[src/hdl/shs_pkg.sv]
// ----------------------------------------------------------------------------
// shs_pkg
// Types, constants and round functions shared by the SHA-256 stream hasher.
// ----------------------------------------------------------------------------
package shs_pkg;

  localparam int BLK_BITS  = 512;

  typedef struct packed {
    logic [7:0] data_byte;
    logic       byte_present;
    logic       message_end;
  } in_item_t;

  typedef struct packed {
    logic [63:0] digest_word_0;
    logic [63:0] digest_word_1;
    logic [63:0] digest_word_2;
    logic [63:0] digest_word_3;
  } out_item_t;

  // one padded message block handed from front to back
  typedef struct packed {
    logic                last;   // final block of a message
    logic [BLK_BITS-1:0] data;   // byte 0 in the top bits
  } blk_t;

  function automatic logic [31:0] h_init(input logic [2:0] i);
    logic [31:0] r;
    case (i)
      3'd0: r = 32'h6a09e667;
      3'd1: r = 32'hbb67ae85;
      3'd2: r = 32'h3c6ef372;
      3'd3: r = 32'ha54ff53a;
      3'd4: r = 32'h510e527f;
      3'd5: r = 32'h9b05688c;
      3'd6: r = 32'h1f83d9ab;
      3'd7: r = 32'h5be0cd19;
      default: r = 32'h6a09e667;
    endcase
    return r;
  endfunction

  function automatic logic [31:0] k_const(input logic [5:0] t);
    logic [31:0] r;
    case (t)
      6'd0:  r = 32'h428a2f98;  6'd1:  r = 32'h71374491;
      6'd2:  r = 32'hb5c0fbcf;  6'd3:  r = 32'he9b5dba5;
      6'd4:  r = 32'h3956c25b;  6'd5:  r = 32'h59f111f1;
      6'd6:  r = 32'h923f82a4;  6'd7:  r = 32'hab1c5ed5;
      6'd8:  r = 32'hd807aa98;  6'd9:  r = 32'h12835b01;
      6'd10: r = 32'h243185be;  6'd11: r = 32'h550c7dc3;
      6'd12: r = 32'h72be5d74;  6'd13: r = 32'h80deb1fe;
      6'd14: r = 32'h9bdc06a7;  6'd15: r = 32'hc19bf174;
      6'd16: r = 32'he49b69c1;  6'd17: r = 32'hefbe4786;
      6'd18: r = 32'h0fc19dc6;  6'd19: r = 32'h240ca1cc;
      6'd20: r = 32'h2de92c6f;  6'd21: r = 32'h4a7484aa;
      6'd22: r = 32'h5cb0a9dc;  6'd23: r = 32'h76f988da;
      6'd24: r = 32'h983e5152;  6'd25: r = 32'ha831c66d;
      6'd26: r = 32'hb00327c8;  6'd27: r = 32'hbf597fc7;
      6'd28: r = 32'hc6e00bf3;  6'd29: r = 32'hd5a79147;
      6'd30: r = 32'h06ca6351;  6'd31: r = 32'h14292967;
      6'd32: r = 32'h27b70a85;  6'd33: r = 32'h2e1b2138;
      6'd34: r = 32'h4d2c6dfc;  6'd35: r = 32'h53380d13;
      6'd36: r = 32'h650a7354;  6'd37: r = 32'h766a0abb;
      6'd38: r = 32'h81c2c92e;  6'd39: r = 32'h92722c85;
      6'd40: r = 32'ha2bfe8a1;  6'd41: r = 32'ha81a664b;
      6'd42: r = 32'hc24b8b70;  6'd43: r = 32'hc76c51a3;
      6'd44: r = 32'hd192e819;  6'd45: r = 32'hd6990624;
      6'd46: r = 32'hf40e3585;  6'd47: r = 32'h106aa070;
      6'd48: r = 32'h19a4c116;  6'd49: r = 32'h1e376c08;
      6'd50: r = 32'h2748774c;  6'd51: r = 32'h34b0bcb5;
      6'd52: r = 32'h391c0cb3;  6'd53: r = 32'h4ed8aa4a;
      6'd54: r = 32'h5b9cca4f;  6'd55: r = 32'h682e6ff3;
      6'd56: r = 32'h748f82ee;  6'd57: r = 32'h78a5636f;
      6'd58: r = 32'h84c87814;  6'd59: r = 32'h8cc70208;
      6'd60: r = 32'h90befffa;  6'd61: r = 32'ha4506ceb;
      6'd62: r = 32'hbef9a3f7;  6'd63: r = 32'hc67178f2;
      default: r = 32'h428a2f98;
    endcase
    return r;
  endfunction

  function automatic logic [31:0] ror(input logic [31:0] v, input int n);
    return (v >> n) | (v << (32 - n));
  endfunction

  function automatic logic [31:0] big_s0(input logic [31:0] x);
    return ror(x, 2) ^ ror(x, 13) ^ ror(x, 22);
  endfunction

  function automatic logic [31:0] big_s1(input logic [31:0] x);
    return ror(x, 6) ^ ror(x, 11) ^ ror(x, 25);
  endfunction

  function automatic logic [31:0] small_s0(input logic [31:0] x);
    return ror(x, 7) ^ ror(x, 18) ^ (x >> 3);
  endfunction

  function automatic logic [31:0] small_s1(input logic [31:0] x);
    return ror(x, 17) ^ ror(x, 19) ^ (x >> 10);
  endfunction

endpackage

[src/hdl/shs_front.sv]
// ----------------------------------------------------------------------------
// shs_front
// Takes bytes, builds 64-byte blocks in a shift line and appends padding.
// ----------------------------------------------------------------------------
module shs_front (
  input  logic             clk,
  input  logic             rst_n,
  input  logic             in_valid,
  output logic             in_stall,
  input  shs_pkg::in_item_t in_data,
  input  logic             q_full,
  output logic             q_push,
  output shs_pkg::blk_t    q_wdata
);

  localparam logic [1:0] ST_IDLE = 2'd0;
  localparam logic [1:0] ST_P80  = 2'd1;
  localparam logic [1:0] ST_ZERO = 2'd2;
  localparam logic [1:0] ST_LEN  = 2'd3;

  logic [1:0]                   st_r, st_nxt;
  logic [5:0]                   fill_r, fill_nxt;
  logic [63:0]                  bits_r, bits_nxt;
  logic [shs_pkg::BLK_BITS-1:0] blk_r, blk_nxt;

  logic       accept;
  logic       pad_go;
  logic       shift_en;
  logic [7:0] shift_byte;
  logic [2:0] len_idx;
  logic [5:0] len_sh;
  logic [63:0] len_shifted;
  logic       fill_last;

  assign in_stall  = (st_r != ST_IDLE) | q_full;
  assign accept    = in_valid & ~in_stall;
  assign pad_go    = (st_r != ST_IDLE) & ~q_full;
  assign shift_en  = (accept & in_data.byte_present) | pad_go;
  assign fill_last = (fill_r == 6'd63);

  // length bytes sit at block bytes 56..63, most significant first
  assign len_idx     = fill_r[2:0];
  assign len_sh      = {~len_idx, 3'b000};
  assign len_shifted = bits_r >> len_sh;

  always_comb begin
    case (st_r)
      ST_IDLE: shift_byte = in_data.data_byte;
      ST_P80:  shift_byte = 8'h80;
      ST_ZERO: shift_byte = 8'h00;
      ST_LEN:  shift_byte = len_shifted[7:0];
      default: shift_byte = 8'h00;
    endcase
  end

  assign q_push       = shift_en & fill_last;
  assign q_wdata.data = {blk_r[shs_pkg::BLK_BITS-9:0], shift_byte};
  assign q_wdata.last = (st_r == ST_LEN);

  always_comb begin
    blk_nxt  = shift_en ? {blk_r[shs_pkg::BLK_BITS-9:0], shift_byte} : blk_r;
    fill_nxt = shift_en ? fill_r + 6'd1 : fill_r;
    bits_nxt = bits_r;
    st_nxt   = st_r;
    if (accept & in_data.byte_present) begin
      bits_nxt = bits_r + 64'd8;
    end
    case (st_r)
      ST_IDLE: begin
        if (accept & in_data.message_end) begin
          st_nxt = ST_P80;
        end
      end
      ST_P80: begin
        if (pad_go) begin
          st_nxt = (fill_r == 6'd55) ? ST_LEN : ST_ZERO;
        end
      end
      ST_ZERO: begin
        if (pad_go && fill_r == 6'd55) begin
          st_nxt = ST_LEN;
        end
      end
      ST_LEN: begin
        if (pad_go && fill_last) begin
          st_nxt   = ST_IDLE;
          bits_nxt = 64'd0;
        end
      end
      default: st_nxt = ST_IDLE;
    endcase
  end

  always_ff @(posedge clk) begin
    if (!rst_n) begin
      st_r   <= ST_IDLE;
      fill_r <= 6'd0;
      bits_r <= 64'd0;
    end else begin
      st_r   <= st_nxt;
      fill_r <= fill_nxt;
      bits_r <= bits_nxt;
    end
  end

  always_ff @(posedge clk) begin
    blk_r <= blk_nxt;
  end

`ifndef SYNTHESIS
  // length phase only ever covers the last eight bytes of a block
  a_len_pos: assert property (@(posedge clk) disable iff (!rst_n)
    (st_r == ST_LEN) |-> (fill_r >= 6'd56))
    else $error("length phase outside block tail");

  // a final block is pushed only from the length phase and ends padding
  a_last_push: assert property (@(posedge clk) disable iff (!rst_n)
    (q_push && q_wdata.last) |=> (st_r == ST_IDLE && fill_r == 6'd0 && bits_r == 64'd0))
    else $error("padding did not close after final block");

  // no input is taken while padding runs
  a_pad_block: assert property (@(posedge clk) disable iff (!rst_n)
    (st_r != ST_IDLE) |-> in_stall)
    else $error("input taken during padding");
`endif

endmodule

[src/hdl/shs_queue.sv]
// ----------------------------------------------------------------------------
// shs_queue
// Short block queue between front and back.
// ----------------------------------------------------------------------------
module shs_queue #(
  parameter int DEPTH = 2
) (
  input  logic          clk,
  input  logic          rst_n,
  input  logic          push,
  input  shs_pkg::blk_t wdata,
  output logic          full,
  input  logic          pop,
  output logic          rvalid,
  output shs_pkg::blk_t rdata
);

  localparam int PW = $clog2(DEPTH);
  localparam int CW = $clog2(DEPTH + 1);

  shs_pkg::blk_t mem_r [DEPTH];
  logic [PW-1:0] wr_ptr_r, rd_ptr_r;
  logic [CW-1:0] cnt_r;

  assign full   = (cnt_r == CW'(DEPTH));
  assign rvalid = (cnt_r != '0);
  assign rdata  = mem_r[rd_ptr_r];

  always_ff @(posedge clk) begin
    if (push) begin
      mem_r[wr_ptr_r] <= wdata;
    end
  end

  always_ff @(posedge clk) begin
    if (!rst_n) begin
      wr_ptr_r <= '0;
      rd_ptr_r <= '0;
      cnt_r    <= '0;
    end else begin
      if (push) begin
        wr_ptr_r <= (wr_ptr_r == PW'(DEPTH - 1)) ? '0 : wr_ptr_r + 1'b1;
      end
      if (pop) begin
        rd_ptr_r <= (rd_ptr_r == PW'(DEPTH - 1)) ? '0 : rd_ptr_r + 1'b1;
      end
      case ({push, pop})
        2'b10:   cnt_r <= cnt_r + 1'b1;
        2'b01:   cnt_r <= cnt_r - 1'b1;
        default: cnt_r <= cnt_r;
      endcase
    end
  end

`ifndef SYNTHESIS
  a_no_overflow: assert property (@(posedge clk) disable iff (!rst_n)
    push |-> (!full || pop))
    else $error("queue overflow");

  a_no_underflow: assert property (@(posedge clk) disable iff (!rst_n)
    pop |-> rvalid)
    else $error("queue underflow");

  a_cnt_range: assert property (@(posedge clk) disable iff (!rst_n)
    cnt_r <= CW'(DEPTH))
    else $error("queue count out of range");
`endif

endmodule

[src/hdl/shs_back.sv]
// ----------------------------------------------------------------------------
// shs_back
// Compression engine: one round per cycle, then chaining update and digest.
// ----------------------------------------------------------------------------
module shs_back (
  input  logic              clk,
  input  logic              rst_n,
  input  logic              q_valid,
  input  shs_pkg::blk_t     q_rdata,
  output logic              q_pop,
  output logic              out_valid,
  input  logic              out_stall,
  output shs_pkg::out_item_t out_data
);

  localparam logic [1:0] ST_IDLE = 2'd0;
  localparam logic [1:0] ST_RUN  = 2'd1;
  localparam logic [1:0] ST_FIN  = 2'd2;

  logic [1:0]  st_r, st_nxt;
  logic [5:0]  round_r;
  logic        last_r;
  logic [31:0] h_r [8];
  logic [31:0] v_r [8];
  logic [31:0] w_r [16];
  logic        out_valid_r;
  shs_pkg::out_item_t out_data_r;

  logic [31:0] t1, t2, w_new;
  logic [31:0] sum [8];
  logic        out_free;
  logic        fin_go;
  logic        dig_load;
  shs_pkg::out_item_t dig;

  assign out_free = ~out_valid_r | ~out_stall;
  assign q_pop    = (st_r == ST_IDLE) & q_valid;
  assign fin_go   = (st_r == ST_FIN) & (~last_r | out_free);
  assign dig_load = fin_go & last_r;

  assign t1 = v_r[7] + shs_pkg::big_s1(v_r[4])
            + ((v_r[4] & v_r[5]) ^ (~v_r[4] & v_r[6]))
            + shs_pkg::k_const(round_r) + w_r[0];
  assign t2 = shs_pkg::big_s0(v_r[0])
            + ((v_r[0] & v_r[1]) ^ (v_r[0] & v_r[2]) ^ (v_r[1] & v_r[2]));
  assign w_new = shs_pkg::small_s1(w_r[14]) + w_r[9]
               + shs_pkg::small_s0(w_r[1]) + w_r[0];

  always_comb begin
    for (int i = 0; i < 8; i++) begin
      sum[i] = h_r[i] + v_r[i];
    end
    dig.digest_word_0 = {sum[0], sum[1]};
    dig.digest_word_1 = {sum[2], sum[3]};
    dig.digest_word_2 = {sum[4], sum[5]};
    dig.digest_word_3 = {sum[6], sum[7]};
  end

  always_comb begin
    st_nxt = st_r;
    case (st_r)
      ST_IDLE: if (q_valid) st_nxt = ST_RUN;
      ST_RUN:  if (round_r == 6'd63) st_nxt = ST_FIN;
      ST_FIN:  if (fin_go) st_nxt = ST_IDLE;
      default: st_nxt = ST_IDLE;
    endcase
  end

  always_ff @(posedge clk) begin
    if (!rst_n) begin
      st_r        <= ST_IDLE;
      round_r     <= 6'd0;
      out_valid_r <= 1'b0;
      last_r      <= 1'b0;
      for (int i = 0; i < 8; i++) begin
        h_r[i] <= shs_pkg::h_init(3'(i));
      end
    end else begin
      st_r <= st_nxt;
      if (st_r == ST_RUN) begin
        round_r <= round_r + 6'd1;
      end
      if (q_pop) begin
        last_r <= q_rdata.last;
      end
      if (fin_go) begin
        for (int i = 0; i < 8; i++) begin
          h_r[i] <= last_r ? shs_pkg::h_init(3'(i)) : sum[i];
        end
      end
      if (dig_load) begin
        out_valid_r <= 1'b1;
      end else if (~out_stall) begin
        out_valid_r <= 1'b0;
      end
    end
  end

  always_ff @(posedge clk) begin
    if (q_pop) begin
      for (int j = 0; j < 16; j++) begin
        w_r[j] <= q_rdata.data[shs_pkg::BLK_BITS-1-32*j -: 32];
      end
      for (int i = 0; i < 8; i++) begin
        v_r[i] <= h_r[i];
      end
    end else if (st_r == ST_RUN) begin
      for (int j = 0; j < 15; j++) begin
        w_r[j] <= w_r[j+1];
      end
      w_r[15] <= w_new;
      v_r[7] <= v_r[6];
      v_r[6] <= v_r[5];
      v_r[5] <= v_r[4];
      v_r[4] <= v_r[3] + t1;
      v_r[3] <= v_r[2];
      v_r[2] <= v_r[1];
      v_r[1] <= v_r[0];
      v_r[0] <= t1 + t2;
    end
    if (dig_load) begin
      out_data_r <= dig;
    end
  end

  assign out_valid = out_valid_r;
  assign out_data  = out_data_r;

`ifndef SYNTHESIS
  a_round_idle: assert property (@(posedge clk) disable iff (!rst_n)
    (st_r != ST_RUN) |-> (round_r == 6'd0))
    else $error("round counter not cleared outside rounds");

  a_digest_out: assert property (@(posedge clk) disable iff (!rst_n)
    dig_load |=> out_valid)
    else $error("digest not presented after final block");

  a_no_drop: assert property (@(posedge clk) disable iff (!rst_n)
    dig_load |-> (!out_valid_r || !out_stall))
    else $error("digest overwrote a pending result");
`endif

endmodule

[src/hdl/sha256_stream_hasher_core.sv]
// ----------------------------------------------------------------------------
// sha256_stream_hasher_core
// SHA-256 over a byte stream; emits the 256-bit digest on each end mark.
// ----------------------------------------------------------------------------
// Throughput: one byte per cycle while the block queue has room and no padding runs.
// Each block passes through the compression engine as a load, 64 rounds and an update.
// An end mark holds off input while 9 to 72 padding bytes are shifted in.
// The digest is registered when the final block's chaining update runs. Reset
// (rst_n low, synchronous) empties the queue and loads the initial hash values;
// no clearing pass is needed.
// ----------------------------------------------------------------------------
module sha256_stream_hasher_core #(
  // block queue depth, 2..16
  parameter int QUEUE_DEPTH = 2
) (
  input  logic               clk,
  input  logic               rst_n,
  // input transaction: one optional byte and an end mark
  input  logic               in_valid,
  output logic               in_stall,
  input  shs_pkg::in_item_t  in_data,
  // result transaction: digest, big-endian
  output logic               out_valid,
  input  logic               out_stall,
  output shs_pkg::out_item_t out_data
);

  // front to queue
  logic          q_push;
  logic          q_full;
  shs_pkg::blk_t q_wdata;
  // queue to back
  logic          q_pop;
  logic          q_valid;
  shs_pkg::blk_t q_rdata;

  // byte collection and padding: fills a 512-bit shift line, pushes full blocks
  shs_front u_front (
    .clk      (clk),
    .rst_n    (rst_n),
    .in_valid (in_valid),
    .in_stall (in_stall),
    .in_data  (in_data),
    .q_full   (q_full),
    .q_push   (q_push),
    .q_wdata  (q_wdata)
  );

  // decouples byte intake from the round engine
  shs_queue #(
    .DEPTH (QUEUE_DEPTH)
  ) u_queue (
    .clk    (clk),
    .rst_n  (rst_n),
    .push   (q_push),
    .wdata  (q_wdata),
    .full   (q_full),
    .pop    (q_pop),
    .rvalid (q_valid),
    .rdata  (q_rdata)
  );

  // compression, chaining update and digest output register
  shs_back u_back (
    .clk       (clk),
    .rst_n     (rst_n),
    .q_valid   (q_valid),
    .q_rdata   (q_rdata),
    .q_pop     (q_pop),
    .out_valid (out_valid),
    .out_stall (out_stall),
    .out_data  (out_data)
  );

endmodule
[config.mk]
export PLATFORM = sky130hd
export DESIGN_NAME = sha256_stream_hasher_core
export DESIGN_NICKNAME = d
export VERILOG_FILES = /design/src/hdl/shs_pkg.sv /design/src/hdl/shs_front.sv /design/src/hdl/shs_queue.sv /design/src/hdl/shs_back.sv /design/src/hdl/sha256_stream_hasher_core.sv
export SDC_FILE = /design/constraint.sdc
export NUM_CORES = 2
export LEC_CHECK = 0
export BUFFER_PORTS_ARGS = -buffer_cell sky130_fd_sc_hd__buf_4
export CAP_MARGIN = 40
export CORE_ASPECT_RATIO = 0.75
export CORE_MARGIN = 5
export CORE_UTILIZATION = 60
export DETAILED_ROUTE_END_ITERATION = 10
export PLACE_DENSITY = 0.86
export SETUP_SLACK_MARGIN = 0.02
export SYNTH_ARGS = -nofsm -noshare
export SYNTH_HDL_FRONTEND = slang
export SYNTH_MEMORY_MAX_BITS = 65536
export SYNTH_SLANG_ARGS = --single-unit
[constraint.sdc]
create_clock -name clk -period 128.3 [get_ports clk]
set_clock_uncertainty 0.1 [all_clocks]
set_input_delay 12.83 -clock clk [delete_from_list [all_inputs] [get_ports clk]]
set_output_delay 12.83 -clock clk [all_outputs]
set_load 0.05 [all_outputs]
==> metrics.md <==
| Metric | Value |
|---|---|
| Ys flop type | edfxtp_1 |
| Routed via count | 82000 |
| Tot Pwr | 2.24 mW |
| Tmin final | 16.19 ns |
| #FFs+latches synth | 2926 |
| Die Y-Extent | 417 µm |
| WL final | 355000 µm |
| Synth Net Count | 10400 |
| Fin area | 147000 µm² |
| Num CTS Buffers | 281 |
| M1 WL | 145000 µm |
| CP Launch Type | input port |
| Post-Syn Area | 132000 µm² |
| Total of max-cap violations | 0 |
| Wire per inst | 26.8 µm |
| Final WS setup | 112.11 ns |
| Nets | 10700 |
| Ys Warns | 0 |
| Critical R2R Launch | u_back.v_r[0][129] |
| Metal3 WL | 32600 µm |
| Critical Path Fanout Max | 43 |
| RSZ-0062 raised after global routing | no |
| Vias in the first global route | 80400 |
| Clk root buf | clkbuf_16 |
| # clock sinks | 2926 |
| Final Hold Fails | 0 |
| Critical hold path startpoint | u_front.blk_r[257] |
| Setup crit start | rst_n |
| Post-DP HPWL | 241000 µm |
| Fin crit share | 12.6% |
| Total GRT Usage | 30.2% |
| Critical Path RT | 128.90 ns |
| Final RePlAce weighted congestion | 0.985 |
| DR pass1 iterations | 7 |
| Pre-CTS WS | 111.33 ns |
| ANT nets after route | 0 |
| Setup CP Type | in2reg |
| Vias/cell | 6.19 |
| Global-route wire length before repair | 523000 µm |
| Core box area | 220000 µm² |
| Port Buffers | 271 |
| Initial drt markers | 10400 |
| Setup TNS | 0 ns |
| Clock latency on the worst-skew pair | 0.91 ns |
| Synth cell types | 89 |
| Syn Inst Count | 9825 |
| Sequential share of the synthesized area | 65.5% |
| Rows | 149 |
| Status | finished, final reports clean |
| PwrDens | 15.2 nW/µm² |
| Post-CTS setup buffers | 0 |
| EDFF count, synth | 2810 |
| Maximum VDD drop | 30.0 µV |
| Post-cts resize count | 0 |
| CP endpoint kind | flip-flop |
| Hold Path Class | reg2reg |
| Reg clk slew, reported paths | 0.06 ns |
| Max-slew violations | 0 |
| Die area | 230000 µm² |
| Final hold slack | 0.320 ns |
| Starting Density | 60.2% |
| Placed Instance Area | 138000 µm² |
| Htree depth | 5 |
| Drt drc | 0 |
| Post-CTS Hold Fix Bufs | 0 |
| Worst slew pin tran | 1.39 ns |
| Leakage | 51.5 nW |
| Async SR Flop Fraction | 0% |
| Most frequent cells in the layout | 2810 x edfxtp_1, 1384 x nand2_1, 786 x o21ai_0, 551 x mux2i_1, 473 x xnor2_1 |
| CTS Buffer Depth | 4 |
| # setup viols final | 0 |
| Commonest non-fill, non-tap cell in the layout | edfxtp_1 |
| Area Overhead vs Synth | 11.1% |
| Total congestion overflow | 0 |
| FMAX | 0.0618 GHz |
| Max_slew headroom | 7.48% |
| Met2 routed WL | 163000 µm |
| Layout cell share with drive strength beyond 1 | 8.64% |
| IO Pins | 272 |
| Critical Path AT | 16.79 ns |
| Largest net degree at the start of global routing | 222 |
| Mapped Avg Cell Area | 13.5 µm² |
| CTS tree | yes |
| Initial antenna violation count | 26 |
| DR top layer | met5 |
| Die width | 552 µm |
==> power breakdown <==
| group | total (mW) | internal (mW) | leakage [nW] | switching (mW) |
|---|---|---|---|---|
| clock | 0.810 | 0.452 | 4.24 | 0.358 |
| combinational | 0.106 | 0.0244 | 20.8 | 0.0818 |
| sequential | 1.32 | 1.24 | 26.5 | 0.0779 |
| total | 2.24 | 1.72 | 51.5 | 0.517 |
==> cell families after synthesis <==
| family | share of synthesized area (%) |
|---|---|
| muxes | 4.49 |
| DFF | 65.5 |
| buffers and inverters | 2.22 |
| and+or+nand+nor | 8.11 |
| xor gates and xnor gates | 4.39 |
| adders and majority gates | 6.87 |
| AOI/OAI and AO/OA | 8.45 |
==> layer usage <==
metal,vias up,global-route usage [%]
met1,40900,43.2
met3,683,5.29
li1,36300,-
met5,-,0
met4,4,10.7
met2,4095,47.2
==> synthesized netlist by cell type (9+ instances only) <==
master / number / share of area, %
o31a_1: 9 / 0.060
nand2b_1: 171 / 0.81
o211ai_1: 46 / 0.26
a31o_2: 15 / 0.099
a211oi_1: 47 / 0.27
o21ai_0: 787 / 3.0
o21bai_1: 45 / 0.26
nand3_1: 106 / 0.40
mux2_2: 12 / 0.10
a21boi_0: 16 / 0.091
and2_1: 135 / 0.64
a211oi_2: 9 / 0.085
inv_1: 357 / 1.0
a311oi_1: 13 / 0.086
or2_2: 9 / 0.043
maj3_1: 22 / 0.17
dfxtp_1: 116 / 1.8
xor2_1: 190 / 1.3
o31ai_1: 20 / 0.11
nor2b_1: 52 / 0.25
mux4_2: 13 / 0.22
a211o_1: 13 / 0.086
nand3b_1: 10 / 0.057
or3_1: 27 / 0.13
edfxtp_1: 2810 / 64
fa_1: 195 / 2.9
o311ai_0: 10 / 0.066
and4_1: 19 / 0.13
o22ai_1: 10 / 0.047
nor2_1: 331 / 0.94
a221oi_1: 12 / 0.079
nand4_1: 36 / 0.17
clkbuf_1: 392 / 1.1
nand2_1: 1388 / 3.9
and3_1: 47 / 0.22
ha_1: 397 / 3.8
buf_1: 17 / 0.048
a21oi_1: 380 / 1.4
o21a_1: 44 / 0.25
mux2i_1: 551 / 4.2
a31oi_1: 51 / 0.24
nor3_1: 75 / 0.28
a21o_1: 208 / 1.2
xnor2_1: 473 / 3.1
o21ai_1: 18 / 0.068
==> final cells by class <==
| cell class | count | area [µm²] |
|---|---|---|
| clock buffers | 335 | 7400 |
| clock inverters | 145 | 1340 |
| repair buffers | 411 | 3790 |
| multi-input cells | 6120 | 42900 |
| well taps | 2944 | 3680 |
| diodes | 4 | 10.0 |
| flip-flops and latches | 2926 | 86700 |
| fillers | 14700 | 72600 |
| inverters | 360 | 1350 |
==> per-stage QoR <==
stage	util, %	instances
finish	66.9	13200
global route	66.9	13200
CTS	66.9	13200
detailed placement	62.9	12800
global placement	62.5	12700
floorplan	-	9825
==> worst max-delay path, stage by stage <==
cell and delay, ns:
buf_4 0.24, nand2_2 0.57, clkinv_1 0.83, buf_4 0.58, nor2_1 0.80, nand2_1 0.25
a21oi_1 0.36, o21ai_0 0.15, o31a_1 0.14
==> state kept, by name, summed over array words and instances (netlist names), named ones only <==
name / count
u_back.v_r: 256
u_back.w_r: 512
u_back.round_r: 6
u_front.blk_r: 504
u_front.st_r: 2
u_queue.mem_r: 1026
u_back.out_valid: 1
u_back.st_r: 2
u_back.last_r: 1
u_queue.rd_ptr_r: 1
u_queue.wr_ptr_r: 1
u_front.fill_r: 6
u_back.out_data: 256
u_back.h_r: 256
u_queue.cnt_r: 2
u_front.bits_r: 61
==> path summary, 6_finish.rpt <==
path / depth (start not counted) / to / slack, ns
worst max register to register: 29 / u_back.v_r[0][31] / 119.58
worst min-delay path: 0 / u_queue.mem_r[1][265] / 0.32
worst min register to register: 0 / u_queue.mem_r[1][265] / 0.32
worst max-delay path: 9 / flip-flop / 112.11
No activity file was read; power rests on OpenSTA's default activity.
